**src/design/assert_macros.svh**
```systemverilog
// Assertion macros shared by the compacting array store modules.
// No dependencies; defining ASSERT_OFF turns every assertion into nothing.
`ifndef ASSERT_MACROS_SVH
`define ASSERT_MACROS_SVH

`ifndef ASSERT_OFF

// cond holds on every clock edge out of reset
`define ASSERT_HOLDS(name, clk, rst_n, cond) \
  name: assert property (@(posedge clk) disable iff (!rst_n) (cond)) \
    else $error("assertion failed: invariant");

// trig in a cycle implies expr in that same cycle
`define ASSERT_IMPL(name, clk, rst_n, trig, expr) \
  name: assert property (@(posedge clk) disable iff (!rst_n) (trig) |-> (expr)) \
    else $error("assertion failed: same-cycle implication");

// trig in a cycle implies expr in the next cycle
`define ASSERT_NEXT(name, clk, rst_n, trig, expr) \
  name: assert property (@(posedge clk) disable iff (!rst_n) (trig) |=> (expr)) \
    else $error("assertion failed: next-cycle implication");

`else

`define ASSERT_HOLDS(name, clk, rst_n, cond)
`define ASSERT_IMPL(name, clk, rst_n, trig, expr)
`define ASSERT_NEXT(name, clk, rst_n, trig, expr)

`endif

`endif

```
**src/design/cas_pkg.sv**
```systemverilog
// Types and codes for the compacting array store.
// No dependencies; used by cas_ctrl, cas_dpath and compacting_array_store.
package cas_pkg;

  localparam int DATA_W = 32;
  localparam int IDX_W  = 8;

  typedef enum logic [1:0] {
    CMD_INSERT  = 2'd0,
    CMD_REMOVE  = 2'd1,
    CMD_DISPLAY = 2'd2
  } cmd_t;

  typedef enum logic [2:0] {
    STAT_INSERTED = 3'd0,
    STAT_REMOVED  = 3'd1,
    STAT_INVALID  = 3'd2,
    STAT_FULL     = 3'd3,
    STAT_ELEMENT  = 3'd4,
    STAT_EMPTY    = 3'd5
  } status_t;

  typedef struct packed {
    cmd_t                      cmd;
    logic signed [DATA_W-1:0]  value;
    logic [IDX_W-1:0]          index;
  } in_item_t;

  typedef struct packed {
    status_t                   status;
    logic signed [DATA_W-1:0]  element;
    logic [IDX_W-1:0]          position;
    logic                      last;
  } out_item_t;

  typedef enum logic [2:0] {
    ST_IDLE,
    ST_SH_RD,
    ST_SH_WR,
    ST_DISP_RD,
    ST_DISP_EMIT
  } state_t;

  // datapath operations issued by the controller
  typedef enum logic [3:0] {
    OP_NOP,
    OP_INSERT,
    OP_FULL,
    OP_INVALID,
    OP_SH_START,
    OP_SH_READ,
    OP_SH_WRITE,
    OP_REMOVED,
    OP_EMPTY,
    OP_DISP_START,
    OP_DISP_READ,
    OP_DISP_EMIT
  } op_t;

  typedef struct packed {
    op_t op;
  } ctrl_cmd_t;

  typedef struct packed {
    logic full;        // count at capacity
    logic empty;       // count is zero
    logic idx_ok;      // incoming index below count
    logic shift_more;  // another entry sits above the shift pointer
    logic disp_last;   // pointer is at the final stored entry
  } dp_stat_t;

endpackage

```
**src/design/cas_dpath.sv**
```systemverilog
// Datapath of the compacting array store: entry memory, count, pointer, result register.
// Depends on cas_pkg and assert_macros.svh; driven by cas_ctrl commands.
`include "assert_macros.svh"

module cas_dpath #(
  parameter int CAPACITY = 16
) (
  input  logic                 clk,
  input  logic                 rst_n,
  input  cas_pkg::in_item_t    in_data,
  input  cas_pkg::ctrl_cmd_t   ctrl,
  output cas_pkg::dp_stat_t    stat,
  output logic                 out_valid,
  output cas_pkg::out_item_t   out_data
);

  localparam int CW = $clog2(CAPACITY + 1);
  localparam int AW = (CAPACITY > 1) ? $clog2(CAPACITY) : 1;

  logic signed [cas_pkg::DATA_W-1:0] entries_r [CAPACITY];
  logic signed [cas_pkg::DATA_W-1:0] rd_data_r;

  logic [CW-1:0]               count_r, count_nxt;
  logic [CW-1:0]               ptr_r, ptr_nxt;
  logic [CW-1:0]               ptr_inc;
  logic [cas_pkg::IDX_W-1:0]   idx_r, idx_nxt;
  logic                        out_valid_r, out_valid_nxt;
  cas_pkg::out_item_t          out_data_r, out_data_nxt;

  logic                              mem_we, mem_re;
  logic [AW-1:0]                     mem_waddr, mem_raddr;
  logic signed [cas_pkg::DATA_W-1:0] mem_wdata;

  assign ptr_inc = ptr_r + CW'(1);

  assign stat.full       = (count_r == CW'(CAPACITY));
  assign stat.empty      = (count_r == '0);
  assign stat.idx_ok     = (in_data.index < cas_pkg::IDX_W'(count_r));
  assign stat.shift_more = (ptr_inc < count_r);
  assign stat.disp_last  = (ptr_inc == count_r);

  always_comb begin
    count_nxt     = count_r;
    ptr_nxt       = ptr_r;
    idx_nxt       = idx_r;
    out_valid_nxt = 1'b0;
    out_data_nxt  = '0;
    mem_we        = 1'b0;
    mem_waddr     = count_r[AW-1:0];
    mem_wdata     = in_data.value;
    mem_re        = 1'b0;
    mem_raddr     = ptr_r[AW-1:0];
    case (ctrl.op)
      cas_pkg::OP_INSERT: begin
        mem_we                = 1'b1;
        count_nxt             = count_r + CW'(1);
        out_valid_nxt         = 1'b1;
        out_data_nxt.status   = cas_pkg::STAT_INSERTED;
        out_data_nxt.element  = in_data.value;
        out_data_nxt.position = cas_pkg::IDX_W'(count_r);
        out_data_nxt.last     = 1'b1;
      end
      cas_pkg::OP_FULL: begin
        out_valid_nxt       = 1'b1;
        out_data_nxt.status = cas_pkg::STAT_FULL;
        out_data_nxt.last   = 1'b1;
      end
      cas_pkg::OP_INVALID: begin
        out_valid_nxt         = 1'b1;
        out_data_nxt.status   = cas_pkg::STAT_INVALID;
        out_data_nxt.position = in_data.index;
        out_data_nxt.last     = 1'b1;
      end
      cas_pkg::OP_SH_START: begin
        ptr_nxt = CW'(in_data.index);
        idx_nxt = in_data.index;
      end
      cas_pkg::OP_SH_READ: begin
        mem_re    = 1'b1;
        mem_raddr = ptr_inc[AW-1:0];
      end
      cas_pkg::OP_SH_WRITE: begin
        mem_we    = 1'b1;
        mem_waddr = ptr_r[AW-1:0];
        mem_wdata = rd_data_r;
        ptr_nxt   = ptr_inc;
      end
      cas_pkg::OP_REMOVED: begin
        count_nxt             = count_r - CW'(1);
        out_valid_nxt         = 1'b1;
        out_data_nxt.status   = cas_pkg::STAT_REMOVED;
        out_data_nxt.position = idx_r;
        out_data_nxt.last     = 1'b1;
      end
      cas_pkg::OP_EMPTY: begin
        out_valid_nxt       = 1'b1;
        out_data_nxt.status = cas_pkg::STAT_EMPTY;
        out_data_nxt.last   = 1'b1;
      end
      cas_pkg::OP_DISP_START: begin
        ptr_nxt = '0;
      end
      cas_pkg::OP_DISP_READ: begin
        mem_re = 1'b1;
      end
      cas_pkg::OP_DISP_EMIT: begin
        out_valid_nxt         = 1'b1;
        out_data_nxt.status   = cas_pkg::STAT_ELEMENT;
        out_data_nxt.element  = rd_data_r;
        out_data_nxt.position = cas_pkg::IDX_W'(ptr_r);
        out_data_nxt.last     = stat.disp_last;
        ptr_nxt               = ptr_inc;
      end
      default: begin
      end
    endcase
  end

  // single write port, single registered read port
  always_ff @(posedge clk) begin
    if (mem_we) begin
      entries_r[mem_waddr] <= mem_wdata;
    end
    if (mem_re) begin
      rd_data_r <= entries_r[mem_raddr];
    end
  end

  always_ff @(posedge clk) begin
    if (!rst_n) begin
      count_r     <= '0;
      out_valid_r <= 1'b0;
    end else begin
      count_r     <= count_nxt;
      out_valid_r <= out_valid_nxt;
    end
  end

  always_ff @(posedge clk) begin
    ptr_r      <= ptr_nxt;
    idx_r      <= idx_nxt;
    out_data_r <= out_data_nxt;
  end

  assign out_valid = out_valid_r;
  assign out_data  = out_data_r;

  `ASSERT_HOLDS(a_count_bound, clk, rst_n, count_r <= CW'(CAPACITY))
  `ASSERT_NEXT(a_full_keeps_count, clk, rst_n, ctrl.op == cas_pkg::OP_FULL, $stable(count_r))
  `ASSERT_NEXT(a_remove_drops_one, clk, rst_n, ctrl.op == cas_pkg::OP_REMOVED, count_r == $past(count_r) - CW'(1))
  `ASSERT_IMPL(a_last_elem_at_end, clk, rst_n, out_valid_r && out_data_r.status == cas_pkg::STAT_ELEMENT && out_data_r.last, ptr_r == count_r)

endmodule

```
**src/design/cas_ctrl.sv**
```systemverilog
// Controller state machine of the compacting array store.
// Depends on cas_pkg and assert_macros.svh; sequences cas_dpath operations.
`include "assert_macros.svh"

module cas_ctrl (
  input  logic                clk,
  input  logic                rst_n,
  input  logic                start,
  input  cas_pkg::cmd_t       in_cmd,
  input  cas_pkg::dp_stat_t   stat,
  output cas_pkg::ctrl_cmd_t  ctrl,
  output logic                busy
);

  cas_pkg::state_t state_r, state_nxt;

  always_ff @(posedge clk) begin
    if (!rst_n) begin
      state_r <= cas_pkg::ST_IDLE;
    end else begin
      state_r <= state_nxt;
    end
  end

  always_comb begin
    state_nxt = state_r;
    ctrl.op   = cas_pkg::OP_NOP;
    case (state_r)
      cas_pkg::ST_IDLE: begin
        if (start) begin
          case (in_cmd)
            cas_pkg::CMD_INSERT: begin
              ctrl.op = stat.full ? cas_pkg::OP_FULL : cas_pkg::OP_INSERT;
            end
            cas_pkg::CMD_REMOVE: begin
              if (stat.idx_ok) begin
                ctrl.op   = cas_pkg::OP_SH_START;
                state_nxt = cas_pkg::ST_SH_RD;
              end else begin
                ctrl.op = cas_pkg::OP_INVALID;
              end
            end
            cas_pkg::CMD_DISPLAY: begin
              if (stat.empty) begin
                ctrl.op = cas_pkg::OP_EMPTY;
              end else begin
                ctrl.op   = cas_pkg::OP_DISP_START;
                state_nxt = cas_pkg::ST_DISP_RD;
              end
            end
            default: begin
            end
          endcase
        end
      end
      cas_pkg::ST_SH_RD: begin
        if (stat.shift_more) begin
          ctrl.op   = cas_pkg::OP_SH_READ;
          state_nxt = cas_pkg::ST_SH_WR;
        end else begin
          ctrl.op   = cas_pkg::OP_REMOVED;
          state_nxt = cas_pkg::ST_IDLE;
        end
      end
      cas_pkg::ST_SH_WR: begin
        ctrl.op   = cas_pkg::OP_SH_WRITE;
        state_nxt = cas_pkg::ST_SH_RD;
      end
      cas_pkg::ST_DISP_RD: begin
        ctrl.op   = cas_pkg::OP_DISP_READ;
        state_nxt = cas_pkg::ST_DISP_EMIT;
      end
      cas_pkg::ST_DISP_EMIT: begin
        ctrl.op   = cas_pkg::OP_DISP_EMIT;
        state_nxt = stat.disp_last ? cas_pkg::ST_IDLE : cas_pkg::ST_DISP_RD;
      end
      default: begin
        state_nxt = cas_pkg::ST_IDLE;
      end
    endcase
  end

  assign busy = (state_r != cas_pkg::ST_IDLE);

  `ASSERT_NEXT(a_shift_read_then_write, clk, rst_n, ctrl.op == cas_pkg::OP_SH_READ, ctrl.op == cas_pkg::OP_SH_WRITE)
  `ASSERT_IMPL(a_item_ops_only_idle, clk, rst_n, ctrl.op == cas_pkg::OP_INSERT || ctrl.op == cas_pkg::OP_SH_START || ctrl.op == cas_pkg::OP_DISP_START, !busy && start)

endmodule

```
**src/design/compacting_array_store.sv**
```systemverilog
// Top level of the compacting array store: ordered store with insert, remove-at and display.
// Depends on cas_pkg, cas_ctrl and cas_dpath.
//
// An item is taken when start is high and busy is low. Results come out one
// at a time on out_data, each valid for exactly one cycle while out_valid is
// high; the receiver must take them as they come, there is no stall. Every
// item ends with a result that has last set, except the unused command code,
// which is dropped without a result. Sequencing, with n stored entries:
//   - insert (or refused insert on a full store), remove with an out-of-range
//     index, display of an empty store: result the next cycle.
//   - remove at index i: every later entry, up to entry n-1, moves down by
//     a read then a write through the registered read port of the entry memory.
//   - display: each element result is paced by the registered memory read
//     ahead of it; no new item is taken until the last element is emitted.
// Stored entries are held in a memory with no reset; only positions below
// the count are ever read, so no clearing pass runs after reset.
// CAPACITY sets the number of entries (1 to 255); an insert into a full store
// is refused with a full status and leaves the contents alone.

module compacting_array_store #(
  parameter int CAPACITY = 16
) (
  input  logic                clk,
  input  logic                rst_n,
  input  logic                start,
  output logic                busy,
  input  cas_pkg::in_item_t   in_data,
  output logic                out_valid,
  output cas_pkg::out_item_t  out_data
);

  cas_pkg::ctrl_cmd_t ctrl;   // operation for this cycle
  cas_pkg::dp_stat_t  stat;   // count/pointer compares back to the FSM

  // sequencing: decodes the item at transfer, walks shifts and display
  cas_ctrl u_ctrl (
    .clk    (clk),
    .rst_n  (rst_n),
    .start  (start),
    .in_cmd (in_data.cmd),
    .stat   (stat),
    .ctrl   (ctrl),
    .busy   (busy)
  );

  // storage, count, pointer and the registered result
  cas_dpath #(
    .CAPACITY (CAPACITY)
  ) u_dpath (
    .clk       (clk),
    .rst_n     (rst_n),
    .in_data   (in_data),
    .ctrl      (ctrl),
    .stat      (stat),
    .out_valid (out_valid),
    .out_data  (out_data)
  );

endmodule
```
**config.mk**
```make
export PLATFORM = sky130hd
export DESIGN_NAME = compacting_array_store
export DESIGN_NICKNAME = d
export VERILOG_FILES = /design/src/design/cas_pkg.sv /design/src/design/cas_dpath.sv /design/src/design/cas_ctrl.sv /design/src/design/compacting_array_store.sv
export VERILOG_INCLUDE_DIRS = /design/src /design/src/design
export SDC_FILE = /design/constraint.sdc
export NUM_CORES = 1
export LEC_CHECK = 0
export BUFFER_PORTS_ARGS = -buffer_cell sky130_fd_sc_hd__buf_4
export CELL_PAD_IN_SITES_DETAIL_PLACEMENT = 1
export CELL_PAD_IN_SITES_GLOBAL_PLACEMENT = 1
export CORE_MARGIN = 3
export CORE_UTILIZATION = 35
export DETAILED_ROUTE_END_ITERATION = 16
export GPL_ROUTABILITY_DRIVEN = 0
export PLACE_DENSITY = 0.55
export SLEW_MARGIN = 10
export SYNTH_ARGS = -nofsm -noshare
export SYNTH_HDL_FRONTEND = slang
export SYNTH_SLANG_ARGS = --single-unit
export TNS_END_PERCENT = 100
```
**constraint.sdc**
```tcl
create_clock -name clk -period 7.3 [get_ports clk]
set_input_delay 0.73 -clock clk [delete_from_list [all_inputs] [get_ports clk]]
set_output_delay 0.73 -clock clk [all_outputs]
set_load 0.005 [all_outputs]
```
# Yosys cells after proc, flatten, opt, wreduce, memory -nomap -nowiden
# Memories as Yosys holds them, arrays and structs flattened. A register that Yosys moved wholly into a read port is not among the register bits.
# Index checks and enable logic that the tools add are counted.
[word_totals]
ramBits = 512
reg_bits = 66
mem_count = 1
output_inout_bits = 46
inputBits = 45
word_cells = 78
[mem_list]
columns = ["memory", "depth", "word_bits", "rd", "rd_clocked_by_memory_dff", "write_ports", "line", "text"]
rows = [
  ["u_dpath.entries_r", 16, 32, 1, 1, 1, "cas_dpath.sv:20", "logic signed [cas_pkg::DATA_W-1:0] entries_r [CAPACITY];"],
]
[classes]
reduce_logical = 12
mux = 28
order_cmp = 2
add_sub_neg = 3
n_eq_ne = 23
[op_table]
columns = ["operator", "n"]
rows = [
  ["32-bit case mux with 2 select lines", 1],
  ["32-bit 2-to-1 mux", 1],
  ["8-bit case mux with 4 select lines", 1],
  ["3-bit case mux with 5 select lines", 2],
  ["4-bit case mux with 5 select lines", 1],
  ["4-bit by 3-bit == test with 1-bit output, second input constant", 4],
  ["4-bit == test, second input constant", 4],
  ["5-bit case mux with 3 select lines", 1],
  ["3-bit 2-to-1 mux", 4],
  ["4-bit 2-to-1 mux", 3],
  ["4-bit case mux with 3 select lines", 1],
  ["5-bit by 1-bit adder with 5-bit output, second input constant", 2],
  ["5-bit case mux with 2 select lines", 1],
  ["3-bit inequality test, second input constant", 3],
  ["4-bit by 2-bit == test with 1-bit output, second input constant", 2],
  ["8-bit by 5-bit < comparator with 1-bit output", 1],
  ["2-bit 2-to-1 mux", 4],
  ["3-bit by 2-bit == test with 1-bit output, second input constant", 2],
  ["1-bit 2-to-1 mux", 6],
  ["3-bit case mux with 2 select lines", 1],
  ["3-bit nonzero test", 2],
  ["2-bit OR reduction", 3],
  ["6-bit OR reduction", 1],
  ["5-bit == test", 1],
  ["16 further kinds", 16],
]

# Longest topological paths before layout
[logic_depth]
word_depth = 10
depth_mapped = 19
mapped_depth_nobuf = 15

# Hierarchy
# From an unflattened synthesis, not the netlist that was laid out.
[unflattened]
cells_unflattened = 1647
hier_area_um2 = 28170.8
[modules_own_cells]
columns = ["module", "n_inst", "seq_area_each_um2", "cells_per_inst", "area_each_um2"]
rows = [
  ["cas_dpath", 1, 17727.0, 1612, 27893.0],
  ["cas_ctrl", 1, 60.1, 35, 277.8],
]

# Worst setup path after synthesis
# Ideal clock, no wire load.
[synth_path]
kind = "register -> register"
start = "register u_dpath.ptr_r[0]"
end = "memory u_dpath.entries_r[3][0] in the netlist's numbering, enable pin"
stages_incl_launch_ff = 16
setup_time_ns = 0.421
arrival_time_ns = 5.376
t_required_ns = 6.879
slack_ns = 1.503
n_path_buf = 5
cell_sequence = "edfxtp_1 -> clkbuf_1 -> buf_1 -> clkbuf_1 -> buf_1 -> nand3_1 -> xnor2_1 -> ha_1 -> a21o_1 -> a21oi_1 -> and2_1 -> o2111ai_4 -> nor4_4 -> buf_2 -> a31oi_1 -> nor2_1"
[synth_via]
elab_chain_len = 9
elab_cells_between_ends = 11
classes_between = "1 x add/sub; 1 x order compare; 2 x eq/ne; 6 x mux; 1 x reduce/logical"
[synth_rtl]
columns = ["element", "line", "text"]
rows = [
  ["start, declared", "cas_dpath.sv:24", "logic [CW-1:0] ptr_r, ptr_nxt;"],
  ["start signal, assigned", "cas_dpath.sv:140", "ptr_r <= ptr_nxt;"],
  ["5-bit by 1-bit adder with 5-bit output", "cas_dpath.sv:34", "assign ptr_inc = ptr_r + CW'(1);"],
  ["5-bit < comparator", "cas_dpath.sv:39", "assign stat.shift_more = (ptr_inc < count_r);"],
  ["2-bit 2-to-1 mux", "cas_ctrl.sv:57", "if (stat.shift_more) begin"],
  ["4-bit case mux with 5 select lines", "cas_ctrl.sv:28", "case (state_r)"],
  ["4-bit by 3-bit == test with 1-bit output / 4-bit by 1-bit == test with 1-bit output (equally long branches)", "cas_dpath.sv:53", "case (ctrl.op)"],
  ["2-bit OR reduction (no source line)", "--", ""],
  ["1-bit 2-to-1 mux", "cas_dpath.sv:53", ""],
  ["1-bit 2-to-1 mux", "cas_dpath.sv:121", "if (mem_we) begin"],
  ["1-bit 2-to-1 mux (not written as such)", "cas_dpath.sv:122", "entries_r[mem_waddr] <= mem_wdata;"],
  ["end, declared", "cas_dpath.sv:20", ""],
]
# Parallel ways exist; a longest one is shown, timed or not.

# Worst setup path in the final report
[layout_path]
start = "register u_dpath.ptr_r[1]"
end = "memory u_dpath.entries_r[4][5] in the netlist's numbering, enable pin"
# The elaborated chain is that of the path after synthesis.

==> run metrics <==
Power Internal 6330 µW; Antenna Nets Post-Route 0; Die Y-Extent 294 µm; Switch Pwr between 2000 and 2500 µW; most frequent cells in the layout edfxtp_1 (557), mux2i_1 (220), buf_4 (146); area leader, netlist edfxtp_1; cell area after placement ~31000 µm²; syn_area_per_cell between 10 and 15 µm²; commonest non-fill, non-tap cell in the layout edfxtp_1; Starting Density 35.4%; Bufs on Longest Clock Path 3; P_leak 0.0113 µW; Synth Flop Type edfxtp_1; IO Count 91; cell area after layout about 33000 µm²; Remaining DRCs 0; CP arrival around 5900 ps; Post-synth EDFFs 557; Final TNS setup 0 ps; kind of end point of the critical path flop; skew final 27.4 ps; post-layout minimum cycle time 5640 ps; wire per inst 29.7 µm; # port buffers 90; Pwr Density 265 nW/µm²; GRT Resource Usage Total 22.9%; Skew-Pair Late Insertion Delay 620 ps; Pwr Total 8800 µW; combinational share of power 15.2%; final setup fails 0; Max Cap Violations 0; Worst Path Required 7570 ps; Mapped Area 29100 µm²; Layout area overhead 14.1%; initial antenna violation count 0; CTS Sinks 610; Via Count approximately 21000; number of global-route vias before repair about 22000; hold buffer count at CTS 0; asr flop ratio synth 0%; RSZ-0062 raised after global routing false; CP Launch Type flop; 1st-pass router iterations 5; first-pass GRT wire length 147000 µm; final hold vios 0; Hold Path Class input pin to flop; #FFs+latches synth 610; Syn Nets 2312; period utilization slightly below 80%; sw frac 28.1%; total core area between 80000 and 90000 µm²; number of diodes 0; Yosys warning count 0; largest net degree at the start of global routing 156; number of DRC markers in iteration 0 between 1000 and 1500; Gate Count Post-Synth 2249; Via density about 6.1; root buf cell clkbuf_16; status complete, no violations; fraction of layout instances using a drive strength above 1 15.7%; sequential cell area fraction in the yosys report 61.2%; final hold slack 310 ps; Worst Tran Pin Value 1100 ps; total gr overflow 0; peak ir drop on the vdd network 0.157 mV; Detailed Place HPWL roughly 57000 µm; number of unique standard cell types used by synthesis 76; Reg power frac between 40% and 50%; Die Area just under 90000 µm²; CTS tree built; Max Freq 0.177 GHz; dominant cells by area after synthesis edfxtp_1 (58%), mux2i_1 (7.6%), dfxtp_1 (3.6%), a221oi_1 (2.7%), clkbuf_1 (1.9%); Die X just under 300 µm; clock power share 38.4%; top cell type's share of synthesized area 57.5%; CP Class flop to flop; Final Max Slew Viols 0; # nets final 2329; worst-path fanout max 44; Placement Rows 105; detailed-route wire length a little over 100000 µm; relative slew slack a little over a quarter; number of buffers created by CTS slightly above 70; post-CTS setup buffers 0; Worst-path clk slew 60 ps; H-tree levels 3; post-cts sizing count 0
-- kinds of logic (layout without fill, tap and decap cells) --
family | after synthesis | in the layout | share of synthesized area, %
AO/OA/AOI/OAI | 558 | 558 | 15.6
multiplexers | 270 | 270 | 9.77
buffers and inverters | 310 | 384 | 4.31
XOR/XNOR | 10 | 10 | 0.301
flip-flops | 610 | 610 | 61.2
adder cells (fa/ha/maj) | 18 | 18 | 0.800
AND/OR/NAND/NOR | 473 | 473 | 8.04
-- per-stage QoR --
stage	cells	setup WS [ps]	utilization, %
global route	3393	1280	40.3
detailed placement	3263	1620	37.7
global placement	3263	1680	37.7
floorplan	2249	1500	-
finish	3393	1660	40.3
CTS	3393	1570	40.3
-- synthesized netlist by cell type (14+ instances only) --
library cell / n
nor4_1: 52
o221ai_1: 14
o211ai_1: 28
buf_2: 36
mux2i_1: 221
a22o_1: 39
mux2_2: 42
nand2b_1: 27
a31oi_1: 17
nor3_1: 91
a211oi_1: 46
a221oi_1: 91
nand4_1: 38
o211ai_2: 22
ha_1: 17
clkbuf_1: 150
inv_1: 104
o21bai_1: 23
o21ai_0: 56
a32oi_1: 63
o22ai_1: 16
a311oi_1: 18
a2111oi_0: 36
nand2_1: 135
dfxtp_1: 53
o2111ai_1: 22
nor2_1: 84
edfxtp_1: 557
-- power groups by stage --
| stage | combinational [µW] | clock (µW) | sequential, µW |
|---|---|---|---|
| 3_5_place_dp | 1330 | 0 | 4150 |
| 6_report | 1340 | 3380 | 4080 |
| 2_1_floorplan | 783 | 0 | 4120 |
| 5_1_grt | 1430 | 3610 | 4090 |
| 3_3_place_gp | 1300 | 0 | 4150 |
| 4_1_cts | 1340 | 3470 | 4080 |
-- flip-flops by register name, summed over array words and instances (netlist names) --
name / cells
u_dpath.out_data: 44
u_dpath.out_valid: 1
u_dpath.idx_r: 8
u_dpath.count_r: 5
u_dpath.ptr_r: 5
u_dpath.rd_data_r: 32
u_ctrl.state_r: 3
u_dpath.entries_r: 512
-- per-layer routing --
metal	track usage (%)	share of wire, %	wire length, µm	vias up
met5	0	0	0	-
met3	3.59	5.0	5070	165
met2	37.6	47	47700	597
met4	7.67	3.1	3120	0
met1	31.2	45	45000	10900
li1	-	-	-	9037
-- final cells by class --
| class | instances | area, µm² |
|---|---|---|
| fill | 8401 | 49100 |
| sequential | 610 | 17800 |
| multi-input combinational | 1329 | 10300 |
| clock buffer | 98 | 1940 |
| tap | 1070 | 1340 |
| timing repair buffer | 149 | 1160 |
| inverter | 105 | 395 |
| clock inverter | 32 | 231 |
-- path summary, 6_finish.rpt --
check                    from                       to  slack [ps]  cells past startpoint
max          u_dpath.ptr_r[1]  u_dpath.entries_r[4][5]        1660                     13
min                in_data[6]         u_dpath.idx_r[6]         310                      1
max reg2reg  u_dpath.ptr_r[1]  u_dpath.entries_r[4][5]        1660                     13
min reg2reg  u_dpath.idx_r[5]      u_dpath.out_data[6]         460                      1
-- critical path: stages, from the launching register on --
cell and delay [ps]:
edfxtp_1 390, buf_4 610, nand3_1 190, xnor2_1 200, ha_1 320, and3_1 160
o21ai_0 110, and2_1 230, o2111ai_4 400, nand3_2 740, nor3_1 410, a21oi_1 240
nor2_4 800, buf_4 470
No activity file was read; power rests on OpenSTA's default activity.
